$ cat config.mk
export PLATFORM = sky130hd
export DESIGN_NAME = rkh_track
export DESIGN_NICKNAME = d
export VERILOG_FILES = /design/src/hdl/rkh_pkg.sv /design/src/hdl/rkh_track.sv
export SDC_FILE = /design/constraint.sdc
export NUM_CORES = 1
export LEC_CHECK = 0
export CELL_PAD_IN_SITES_DETAIL_PLACEMENT = 0
export CELL_PAD_IN_SITES_GLOBAL_PLACEMENT = 1
export CORE_ASPECT_RATIO = 1.4
export CORE_UTILIZATION = 25
export CTS_BUF_LIST = sky130_fd_sc_hd__clkbuf_8
export CTS_CLUSTER_SIZE = 20
export DETAILED_ROUTE_END_ITERATION = 12
export DONT_BUFFER_PORTS = 1
export PLACE_DENSITY_LB_ADDON = 0.1
export SLEW_MARGIN = 25
export SYNTH_ARGS = -nofsm -noshare
export SYNTH_HDL_FRONTEND = slang
export SYNTH_SLANG_ARGS = --single-unit
$ cat constraint.sdc
create_clock -name i_clk -period 7.7 [get_ports i_clk]
set_input_delay 0.385 -clock i_clk [delete_from_list [all_inputs] [get_ports i_clk]]
set_output_delay 0.385 -clock i_clk [all_outputs]
set_load 0.05 [all_outputs]
$ cat src/hdl/rkh_pkg.sv
package rkh_pkg;

    localparam int COUNT_BITS_DEF = 32;
    localparam int OUT_BITS       = 32;

    // count memories: 2-mer and 3-mer, each split as mate x side x k-mer
    localparam int DEPTH2  = 100;
    localparam int DEPTH3  = 500;
    localparam int A2_BITS = $clog2(DEPTH2);
    localparam int A3_BITS = $clog2(DEPTH3);

    localparam logic [A2_BITS-1:0] MATE2_OFS = A2_BITS'(50);
    localparam logic [A2_BITS-1:0] SIDE2_OFS = A2_BITS'(25);
    localparam logic [A3_BITS-1:0] MATE3_OFS = A3_BITS'(250);
    localparam logic [A3_BITS-1:0] SIDE3_OFS = A3_BITS'(125);

    localparam logic [6:0] IDX2_MAX = 7'd24;
    localparam logic [6:0] IDX3_MAX = 7'd124;

    localparam logic OP_BASE = 1'b0;
    localparam logic OP_READ = 1'b1;

    localparam logic KMER_2 = 1'b0;
    localparam logic KMER_3 = 1'b1;

    localparam logic KIND_COUNT  = 1'b0;
    localparam logic KIND_STATUS = 1'b1;

    localparam logic [1:0] ST_FULL = 2'd0;
    localparam logic [1:0] ST_NO3  = 2'd1;
    localparam logic [1:0] ST_NONE = 2'd2;

    localparam logic [2:0] BASE_N = 3'd4;

    // what a read end asks of the count memories
    typedef struct packed {
        logic       cnt2;
        logic       cnt3;
        logic [1:0] status;
        logic [4:0] fi2;
        logic [4:0] ri2;
        logic [6:0] fi3;
        logic [6:0] ri3;
    } t_end_info;

    typedef struct packed {
        logic                kind;
        logic [OUT_BITS-1:0] count;
        logic [1:0]          short_read;
    } t_result;

endpackage

$ cat src/hdl/rkh_track.sv
module rkh_track
    import rkh_pkg::*;
(
    input  logic       i_clk,
    input  logic       i_rst_n,
    input  logic       i_step,
    input  logic       i_mate,
    input  logic [2:0] i_base,
    input  logic       i_last_base,
    output t_end_info  o_end
);

    localparam logic [1:0] SEEN_MAX = 2'd3;

    logic [8:0] r_front [2];
    logic [8:0] r_rear  [2];
    logic [1:0] r_seen  [2];

    logic [2:0] w_code;
    logic [1:0] w_seen;
    logic [1:0] n_seen;
    logic [8:0] n_front;
    logic [8:0] n_rear;

    function automatic logic [4:0] f_idx2(input logic [2:0] c1, input logic [2:0] c0);
        f_idx2 = {c1, 2'b00} + {2'b00, c1} + {2'b00, c0};
    endfunction

    function automatic logic [6:0] f_idx3(input logic [2:0] c2, input logic [2:0] c1,
                                          input logic [2:0] c0);
        logic [4:0] hi;
        hi = f_idx2(c2, c1);
        f_idx3 = {hi, 2'b00} + {2'b00, hi} + {4'b0000, c0};
    endfunction

    always_comb begin
        w_code  = (i_base > BASE_N) ? BASE_N : i_base;
        w_seen  = r_seen[i_mate];
        n_seen  = (w_seen == SEEN_MAX) ? w_seen : w_seen + 2'd1;
        n_front = (w_seen == SEEN_MAX) ? r_front[i_mate] : {r_front[i_mate][5:0], w_code};
        n_rear  = {r_rear[i_mate][5:0], w_code};

        o_end.cnt2   = (n_seen >= 2'd2);
        o_end.cnt3   = (n_seen == SEEN_MAX);
        o_end.status = (n_seen == SEEN_MAX) ? ST_FULL : ((n_seen == 2'd2) ? ST_NO3 : ST_NONE);
        // the front 2-mer is the two oldest codes held
        o_end.fi2    = (n_seen == SEEN_MAX) ? f_idx2(n_front[8:6], n_front[5:3])
                                            : f_idx2(n_front[5:3], n_front[2:0]);
        o_end.ri2    = f_idx2(n_rear[5:3], n_rear[2:0]);
        o_end.fi3    = f_idx3(n_front[8:6], n_front[5:3], n_front[2:0]);
        o_end.ri3    = f_idx3(n_rear[8:6], n_rear[5:3], n_rear[2:0]);
    end

    always_ff @(posedge i_clk) begin
        if (!i_rst_n) begin
            for (int i = 0; i < 2; i++) begin
                r_front[i] <= '0;
                r_rear[i]  <= '0;
                r_seen[i]  <= '0;
            end
        end else if (i_step) begin
            if (i_last_base) begin
                r_front[i_mate] <= '0;
                r_rear[i_mate]  <= '0;
                r_seen[i_mate]  <= '0;
            end else begin
                r_front[i_mate] <= n_front;
                r_rear[i_mate]  <= n_rear;
                r_seen[i_mate]  <= n_seen;
            end
        end
    end

endmodule

==> qor.log, run 1 <==
qor: yosys.synth_sequential_area_ratio 35.7%
qor: yosys.postSynthRegisterBits 34
qor: floorplan.die_outline_width 92.4 µm
qor: route.remaining_drc_errors 0
qor: clocking.worstSkewPairLatency 0.29 ns
qor: place.port_buffers 0
qor: sta.worst_pin_slew 1.09 ns
qor: place.detailedPlacementHpwl 5.22 mm
qor: floorplan.rows 45
qor: global_route.global_route.overflow_total 0
qor: place.placement.setup.worst_slack 2.55 ns
qor: sta.finalSetupTns 0 ns
qor: yosys.post_synth_xor_area_fraction 6.43%
qor: global_route.grt_usage 12.2%
qor: yosys.synthFlopType edfxtp_1
qor: yosys.syn_area 2860 µm²
qor: setup_path.timing.setup.critical_path_class flop to primary output
qor: clocking.tritoncts_clock_tree done
qor: place.place.detailed.instances 400
qor: route.route.detailed.wl_per_inst 16.5 µm
qor: yosys.synth_area_leaders edfxtp_1 36%, ha_1 17%, fa_1 7.7%, mux2i_1 5.6%, nor2_1 5.1%
qor: sta.max_slew_margin 26.7%
qor: clocking.cts_root_buffer clkbuf_8
qor: route.vias 1,852
qor: power.report.power.total 906 µW
qor: clocking.cts_inserted_buffers 5
qor: setup_path.critical_path_required 7.32 ns
qor: route.detailedRoute.firstIterationViolations 67
qor: sta.timing.fmax 185 MHz
qor: power.power-per-cell-area 294 nW/µm²
qor: sta.hold_viol 0
qor: layout.drive_above_1_share 8.27%
qor: floorplan.coreArea 11,000 µm²
qor: yosys.synth_cell_type_count 35
qor: clocking.postCtsHoldBufs 0
qor: clocking.htreeDepth 2
qor: yosys.post-synth-top-area-cell edfxtp_1
qor: yosys.postSynthNetCount 324
qor: route.postRouteAntennaNets 0
qor: global_route.vias_in_the_first_global_route 1,942
qor: yosys.synth_top_area_share 35.7%
qor: global_route.grt_first_pass_wirelength 10.7 mm
qor: yosys.synthAdderAreaFrac 24.3%
qor: clocking.cts.repair.resized 0
qor: clocking.post_cts.repair.setup_buffers 0
qor: route.wirelength_met1 2.54 mm
qor: route.detailedRoute.firstPassIterationCount 5
qor: floorplan.die_y 129 µm
qor: setup_path.cp_data_arrival_time 5.03 ns
qor: yosys.synthSimpleGateAreaFrac 10.8%
qor: power.cellLeakagePower 0.00148 µW
qor: route.vias_per_cell 4.55
qor: route.top_layer_used met4
qor: yosys.synth_compound_area_share 9.67%
qor: global_route.grt_max_degree 35
qor: layout.area_growth 7.96%
qor: setup_path.worst_setup_path_end_kind primary output
qor: floorplan.dieArea 11,900 µm²
qor: sta.hold_slack 0.356 ns
qor: sta.min_period_over_period 70.3%
qor: yosys.syn_area_per_cell 10.7 µm²
qor: hold_path.worstHoldPathType input pin to flop
qor: run_status.run_status complete, no violations
qor: yosys.number_of_cells_produced_by_synthesis 267
qor: setup_path.critical_path_peak_fanout 7
qor: sta.clock_skew 0.00246 ns
qor: route.wl 6.70 mm
qor: yosys.synth.area.mux_share 7.18%
qor: yosys.postSynth.asyncResetShare 0%
qor: sta.rsz0062_at_grt no
qor: floorplan.number_of_placed_i_o_pins 36
qor: global_route.grt_antenna_before_repair 0
qor: sta.worst_slack 2.29 ns
qor: clocking.clk_transition_reported_paths 0.07 ns
qor: route.met2_length 3.82 mm
qor: place.gp_routability_congestion 0.705
qor: setup_path.setup.worst_path.start_class flop
qor: sta.report.final.slew_viol_count 0
qor: run.cap_violations 0
qor: layout.finalNetCount 323
qor: sta.final-setup-viol-count 0
qor: route.routed-wl-met3 234 µm
qor: power.worst_ir_drop_vdd 0.363 mV
qor: floorplan.start_util 26.0%
qor: yosys.synth_top_family_by_area adder cells
qor: yosys.synth_warnings 0
qor: yosys.synth_enable_flop_cells 34
qor: layout.antennaDiodeCount 0
qor: sta.layout_min_cycle_time 5.41 ns
qor: clocking.clock_sink_count 34
qor: clocking.cts_buffer_depth 2
qor: layout.post_layout_nonfiller_instances 407
[synthesized netlist by cell type (4+ instances only)]
cell type / count
nor2_1: 39
ha_1: 38
edfxtp_1: 34
inv_1: 30
mux2i_1: 16
nand2_1: 16
a21oi_1: 12
fa_1: 11
xnor2_1: 9
a21o_1: 8
o21ai_0: 7
xor2_1: 7
nor3_1: 5
and2_1: 4
[placed cells by master, fill, tap and decap left out, types with 3 or more instances in the layout]
cell type  synthesis  final
nor2_1            39     39
ha_1              38     38
edfxtp_1          34     34
inv_1             30     32
nand2_1           16     16
mux2i_1           16     15
a21oi_1           12     12
fa_1              11     11
a21o_1             8      8
xor2_1             7      7
xnor2_1            9      7
nor3_1             5      5
o21ai_0            7      5
clkbuf_8           0      5
and2_1             4      4
o21bai_1           3      3
xnor2_2            1      3
[layer usage]
layer  vias up  GRT usage (%)
li1        912              -
met1       894           12.4
met2        40           24.1
met3         6           2.19
met4         0           4.96
met5         -              0
[power breakdown]
part | internal, µW | switching [µW] | leakage [µW]
Clock | 59.6 | 63.9 | 0.0000466
Combinational | 135 | 427 | 0.00108
Sequential | 215 | 5.15 | 0.000361
Total | 410 | 496 | 0.00148
[path summary, 6_finish.rpt]
kind,start,end,slack [ns],cells past startpoint
setup / recovery,r_seen[1][1],o_end[13],2.29,15
hold / removal,i_mate,r_rear[1][5],0.36,2
setup reg to reg,r_seen[1][1],r_seen[0][0],5.20,4
hold reg to reg,r_rear[1][2],r_rear[1][5],0.58,2
[per-stage QoR]
stage | utilization [%] | instance area [µm²]
6_report | 28.1 | 3090
5_1_grt | 28.1 | 3090
4_1_cts | 27.9 | 3070
3_5_place_dp | 27.2 | 2990
3_3_place_gp | 27.2 | 2990
2_1_floorplan | - | 2860
[area by class of cell]
type                            instances  area (µm²)
Fill cell                            1149        7890
Inverter                               30         113
Tap cell                              141         176
Clock inverter                          2        7.51
Sequential cell                        34        1020
Clock buffer                            5        68.8
Timing Repair Buffer                    1        7.51
Multi-Input combinational cell        194        1690
[worst max-delay path, cell delays in order (launching register included)]
cell      delay [ns]
edfxtp_1        0.44
and2_1          0.36
mux2i_1         0.14
a211o_4         0.40
xnor2_1         0.14
ha_1            0.32
fa_1            0.59
inv_1           0.09
fa_1            0.48
inv_1           0.07
ha_1            0.28
a21o_1          0.15
a21oi_1         0.21
o21bai_1        0.09
a21oi_1         0.17
xor2_1          0.80
[registers in the layout, summed over array words and instances, names as in the netlist]
name	count
r_front	18
r_rear	12
r_seen	4
[logic make-up after synthesis]
| group | after synthesis |
|---|---|
| AND/OR/NAND/NOR | 70 |
| adder cells (fa/ha/maj) | 49 |
| XOR/XNOR | 18 |
| AO/OA/AOI/OAI | 38 |
| buffers and inverters | 39 |
| multiplexers | 19 |
| flip-flops | 34 |
Power figures use the tool's default switching activity.
==> run 2: changes to the inputs <==
- clock period: 7.7 -> 5.7 ns (I/O delays scaled with it)
==> qor.log, run 2 (synthesis gave the netlist of run 1 again) <==
qor: run_status.run_status complete, no violations
qor: route.remaining_drc_errors 0
qor: setup_path.critPathTopFamily adder cells
qor: floorplan.die_y 129 µm
qor: floorplan.dieArea 11,900 µm²
qor: setup_path.critical_path.reg2reg.startpoint r_seen[1][1]
qor: layout.top_library_cells_by_usage_in_the_layout_fill_and_taps_aside 39 x nor2_1, 38 x ha_1, 34 x edfxtp_1
qor: place.detailedPlacementHpwl 5.35 mm
qor: place.place.detailed.instances 405
qor: layout.post_layout_nonfiller_instances 413
qor: setup_path.critical_path.max_stage_delay 0.85 ns
qor: sta.timing.fmax 201 MHz
qor: floorplan.coreArea 11,000 µm²
qor: place.port_buffers 0
qor: floorplan.start_util 26.0%
qor: setup_path.cp_num_buf_inv 1
qor: route.vias 1,867
qor: layout.area_growth 9.32%
qor: global_route.grt_first_pass_wirelength 11.0 mm
qor: clocking.htreeDepth 2
qor: route.route.detailed.wl_per_inst 17.0 µm
qor: setup_path.worstPathCellList and2_1 -> mux2i_1 -> a211o_4 -> xnor2_1 -> ha_1 -> ha_1 -> a21o_1 -> a21oi_1 -> xnor2_2 -> inv_1 -> ha_1 -> ha_1 -> a21oi_1 -> xnor2_1
qor: sta.rsz0062_at_grt no
qor: route.detailedRoute.firstIterationViolations 54
qor: setup_path.setup.worst_path.start r_seen[1][1]
qor: place.gp_routability_congestion 0.761
qor: floorplan.number_of_placed_i_o_pins 36
qor: clocking.clock_sink_count 34
qor: setup_path.critical_path_required 5.41 ns
qor: floorplan.die_outline_width 92.4 µm
qor: setup_path.cp_data_arrival_time 4.68 ns
qor: clocking.cts_inserted_buffers 5
qor: sta.hold_viol 0
qor: sta.layout_min_cycle_time 4.97 ns
qor: run.cap_violations 0
qor: route.detailedRoute.firstPassIterationCount 4
qor: sta.final-setup-viol-count 0
qor: route.wl 7.00 mm
qor: sta.max_slew_margin 27.1%
qor: hold_path.holdCritStartpoint i_mate
qor: setup_path.worst_setup_path_end_kind primary output
qor: sta.worst_slack 0.735 ns
qor: clocking.post_cts.repair.setup_buffers 0
qor: global_route.grt_antenna_before_repair 0
qor: route.postRouteAntennaNets 0
qor: sta.worst_pin_slew 1.09 ns
qor: power.cellLeakagePower 0.00151 µW
qor: setup_path.timing.setup.critical_path_class flop to primary output
qor: clocking.worstSkewPairLatency 0.29 ns
qor: power.power-per-cell-area 409 nW/µm²
qor: global_route.vias_in_the_first_global_route 1,992
qor: global_route.grt_usage 12.6%
qor: layout.largestRegisters r_front x18, r_rear x12, r_seen x4
qor: global_route.global_route.overflow_total 0
qor: layout.layout_commonest_cell nor2_1
qor: route.vias_per_cell 4.52
qor: sta.finalSetupTns 0 ns
qor: clocking.tritoncts_clock_tree done
qor: clocking.cts_root_buffer clkbuf_8
qor: layout.drive_above_1_share 9.93%
qor: layout.antennaDiodeCount 0
qor: global_route.grt_max_degree 35
qor: floorplan.rows 45
qor: clocking.clk_transition_reported_paths 0.07 ns
qor: clocking.cts.repair.resized 0
qor: layout.cell_area_after_layout 3130 µm²
qor: clocking.postCtsHoldBufs 0
qor: layout.largest-register r_front
qor: sta.clock_skew 0.00424 ns
qor: place.placement.setup.worst_slack 1.00 ns
qor: setup_path.critical-path-top-cell-by-count ha_1
qor: hold_path.worstHoldPathType input pin to flop
qor: setup_path.critical_path_peak_fanout 7
qor: layout.largest_register_ffs 18
qor: layout.finalNetCount 328
qor: power.worst_ir_drop_vdd 0.465 mV
qor: sta.min_period_over_period 87.1%
qor: setup_path.cpMaxStageDelayCell xnor2_1
qor: place.detailed_place.area 3030 µm²
qor: clocking.cts_buffer_depth 2
qor: setup_path.setup.worst_path.start_class flop
qor: sta.report.final.slew_viol_count 0
## run 2: changes by cell type in the layout (fill, tap and decap cells not counted), sizes merged
cell	before	now
buf	1	6
inv	32	31
clkinv	0	2
## run 2: area by class of cell
cell class	count	area (µm²)
clock buffer	5	68.8
clock inverter	3	12.5
fill	1191	7850
inverter	30	113
multi-input combinational	194	1690
sequential	34	1020
tap	141	176
timing repair buffer	6	45.0
## run 2: power by group
group | switching [µW] | internal, µW
registers | 7.38 | 291
logic | 586 | 220
clock network | 91.0 | 82.2
## run 2: metal layers
layer | vias to the layer above | share of wire (%) | global-route usage [%]
met5 | - | 0 | 0
met4 | 0 | 1.8 | 5.24
met3 | 7 | 3.3 | 1.77
met2 | 41 | 57 | 25.7
met1 | 900 | 38 | 12.5
li1 | 919 | - | -
## run 2: worst paths after layout
check / end / slack (ns) / depth (start not counted)
setup / recovery: o_end[12] / 0.73 / 14
hold / removal: r_rear[1][5] / 0.26 / 2
setup reg to reg: r_seen[0][0] / 3.21 / 4
hold reg to reg: r_rear[1][5] / 0.61 / 2
## run 2: stage by stage
| stage | total power, µW | hold WS (ns) | utilization, % |
|---|---|---|---|
| floorplan | 986 | 0.546 | - |
| global placement | 1110 | 0.552 | 27.6 |
| detailed placement | 1110 | 0.571 | 27.6 |
| CTS | 1290 | 0.260 | 28.3 |
| global route | 1350 | 0.294 | 28.5 |
| finish | 1280 | 0.262 | 28.5 |
==> run 3: changes to the inputs <==
- GPL_TIMING_DRIVEN: not set -> 0
==> qor.log, run 3 (synthesis gave the netlist of run 1 again) <==
qor: sta.max_slew_margin 26.7%
qor: route.detailedRoute.firstPassIterationCount 4
qor: setup_path.crit_cells 16
qor: sta.finalSetupTns 0 ns
qor: layout.layout_commonest_cell nor2_1
qor: floorplan.die_y 129 µm
qor: sta.min_period_over_period 91.8%
qor: sta.clock_skew 0.00503 ns
qor: global_route.vias_in_the_first_global_route 2,035
qor: run_status.run_status complete, no violations
qor: global_route.grt_antenna_before_repair 0
qor: floorplan.start_util 26.0%
qor: route.wl 6.83 mm
qor: setup_path.cp_num_buf_inv 3
qor: run.cap_violations 0
qor: sta.layout_min_cycle_time 5.24 ns
qor: clocking.post_cts.repair.setup_buffers 0
qor: clocking.clk_transition_reported_paths 0.07 ns
qor: global_route.grt_usage 12.4%
qor: setup_path.worstPathCellList nand2_1 -> mux2i_1 -> mux2_2 -> inv_1 -> xnor2_1 -> ha_1 -> fa_1 -> inv_1 -> fa_1 -> inv_1 -> ha_1 -> a21o_1 -> a21oi_1 -> o21bai_1 -> a21oi_1 -> xor2_2
qor: floorplan.rows 45
qor: layout.drive_above_1_share 10.2%
qor: clocking.tritoncts_clock_tree done
qor: floorplan.coreArea 11,000 µm²
qor: global_route.global_route.overflow_total 0
qor: sta.hold_slack 0.308 ns
qor: setup_path.cp_data_arrival_time 4.95 ns
qor: route.postRouteAntennaNets 0
qor: route.remaining_drc_errors 0
qor: place.placement.setup.worst_slack 0.470 ns
qor: power.worst_ir_drop_vdd 0.302 mV
qor: setup_path.critical_path_required 5.41 ns
qor: layout.antennaDiodeCount 0
qor: sta.final-setup-viol-count 0
qor: layout.top_library_cells_by_usage_in_the_layout_fill_and_taps_aside 39 x nor2_1, 38 x ha_1, 34 x edfxtp_1
qor: place.port_buffers 0
qor: setup_path.ff2ff_setup_slack 3.27 ns
qor: route.vias_per_cell 4.52
qor: global_route.grt_max_degree 18
qor: clocking.htreeDepth 2
qor: setup_path.worst_r2r_path_depth 4
qor: clocking.clock_sink_count 34
qor: layout.largest_register_ffs 18
qor: layout.finalNetCount 332
qor: floorplan.number_of_placed_i_o_pins 36
qor: sta.rsz0062_at_grt no
qor: hold_path.worstHoldPathType input pin to flop
qor: power.power.sequential.fraction 24.2%
qor: sta.hold_viol 0
qor: global_route.grt_first_pass_wirelength 10.8 mm
qor: clocking.cts_inserted_buffers 5
qor: sta.timing.fmax 191 MHz
qor: hold_path.worst_hold_path.endpoint r_rear[0][2]
qor: setup_path.worst_setup_path_end_kind primary output
qor: setup_path.critPathTopFamily adder cells
qor: setup_path.critical_path_peak_fanout 5
qor: clocking.cts_root_buffer clkbuf_8
qor: place.detailedPlacementHpwl 5.55 mm
qor: power.report.power.total 1230 µW
qor: sta.worst_slack 0.465 ns
qor: setup_path.cpMaxStageDelayCell fa_1
qor: sta.worst_pin_slew 1.07 ns
qor: route.vias 1,882
qor: power.switchingPower 674 µW
qor: setup_path.setup.worst_path.start_class flop
qor: setup_path.critical_path.max_stage_delay 0.61 ns
qor: layout.area_growth 10.2%
qor: hold_path.holdCritStartpoint i_base[2]
qor: hold_path.cell_depth_of_the_worst_min_delay_path 2
qor: setup_path.critical_path.reg2reg.startpoint r_seen[1][1]
qor: power.p_sw_share 54.9%
qor: setup_path.r2r-end r_seen[0][0]
qor: power.cellLeakagePower 0.00152 µW
qor: route.detailedRoute.firstIterationViolations 68
qor: setup_path.timing.setup.critical_path_class flop to primary output
qor: layout.largestRegisters r_front x18, r_rear x12, r_seen x4
qor: power.internal_power_contribution 553 µW
qor: power.clockPowerShare 13.7%
qor: power.power-per-cell-area 390 nW/µm²
qor: place.place.detailed.instances 409
qor: route.route.detailed.wl_per_inst 16.4 µm
qor: layout.largest-register r_front
qor: floorplan.die_outline_width 92.4 µm
qor: power.combinationalPowerShare 62.1%
qor: clocking.cts_buffer_depth 2
qor: sta.report.final.slew_viol_count 0
qor: layout.post_layout_nonfiller_instances 416
qor: floorplan.dieArea 11,900 µm²
qor: place.gp_routability_congestion 0.698
qor: setup_path.critical-path-top-cell-by-count inv_1
qor: clocking.worstSkewPairLatency 0.29 ns
## run 3: changes by cell type in the layout (fill, tap and decap cells not counted), moves of 2 or more
| cell | before | now |
|---|---|---|
| buf_6 | 0 | 2 |
| buf_4 | 6 | 3 |
| buf_2 | 0 | 2 |
| clkbuf_1 | 0 | 3 |
## run 3: worst reg2reg max path: cells and delay by family, from the launching register on
family,cells,cell delay [ns]
muxes,1,0.29
DFF,1,0.48
and+or+nand+nor,2,1.02
buffers and inverters,1,0.35
## run 3: routing by layer
metal  up-vias  GRT usage (%)  part of all wire (%)
met3         6           2.42                   3.8
met4         0           4.69                   1.7
met2        37           25.5                    58
met5         -              0                     0
met1       912           11.7                    36
li1        927              -                     -
## run 3: final cells by class
type,count,area [µm²]
multi-input cells,194,1700
plain buffers,9,55.1
well taps,141,176
repair buffers,1,11.3
clock buffers,5,68.8
clock inverters,2,7.51
flip-flops and latches,34,1020
inverters,30,113
fillers,1170,7830
## run 3: power by group through the flow
stage / Sequential, µW / Clock (µW) / Combinational (µW)
after CTS: 298 / 174 / 769
after global routing: 299 / 179 / 820
after floorplan: 301 / 0 / 685
final: 297 / 169 / 762
after global placement: 303 / 0 / 760
after detailed placement: 303 / 0 / 765
## run 3: how the worst max path moves through the flow
stage | start | to | slack (ns)
global route | r_seen[1][1] | o_end[13] | 0.12
floorplan | r_seen[1][1] | o_end[13] | 0.93
detailed placement | i_mate | o_end[13] | 0.47
CTS | r_seen[1][1] | o_end[13] | 0.17
finish | r_seen[1][1] | o_end[13] | 0.46
global placement | r_seen[1][1] | o_end[13] | 0.49
## run 3: repair_timing
item / CTS / global route
setup endpoints to repair: 0 / 1
hold buffers: 0 / 0
gates resized for setup: 0 / 1
## run 3: per-stage QoR
stage,utilization (%),cell area [µm²]
2_1_floorplan,-,2860
6_report,28.7,3150
3_5_place_dp,27.8,3050
5_1_grt,28.7,3150
4_1_cts,28.5,3130
3_3_place_gp,27.6,3040
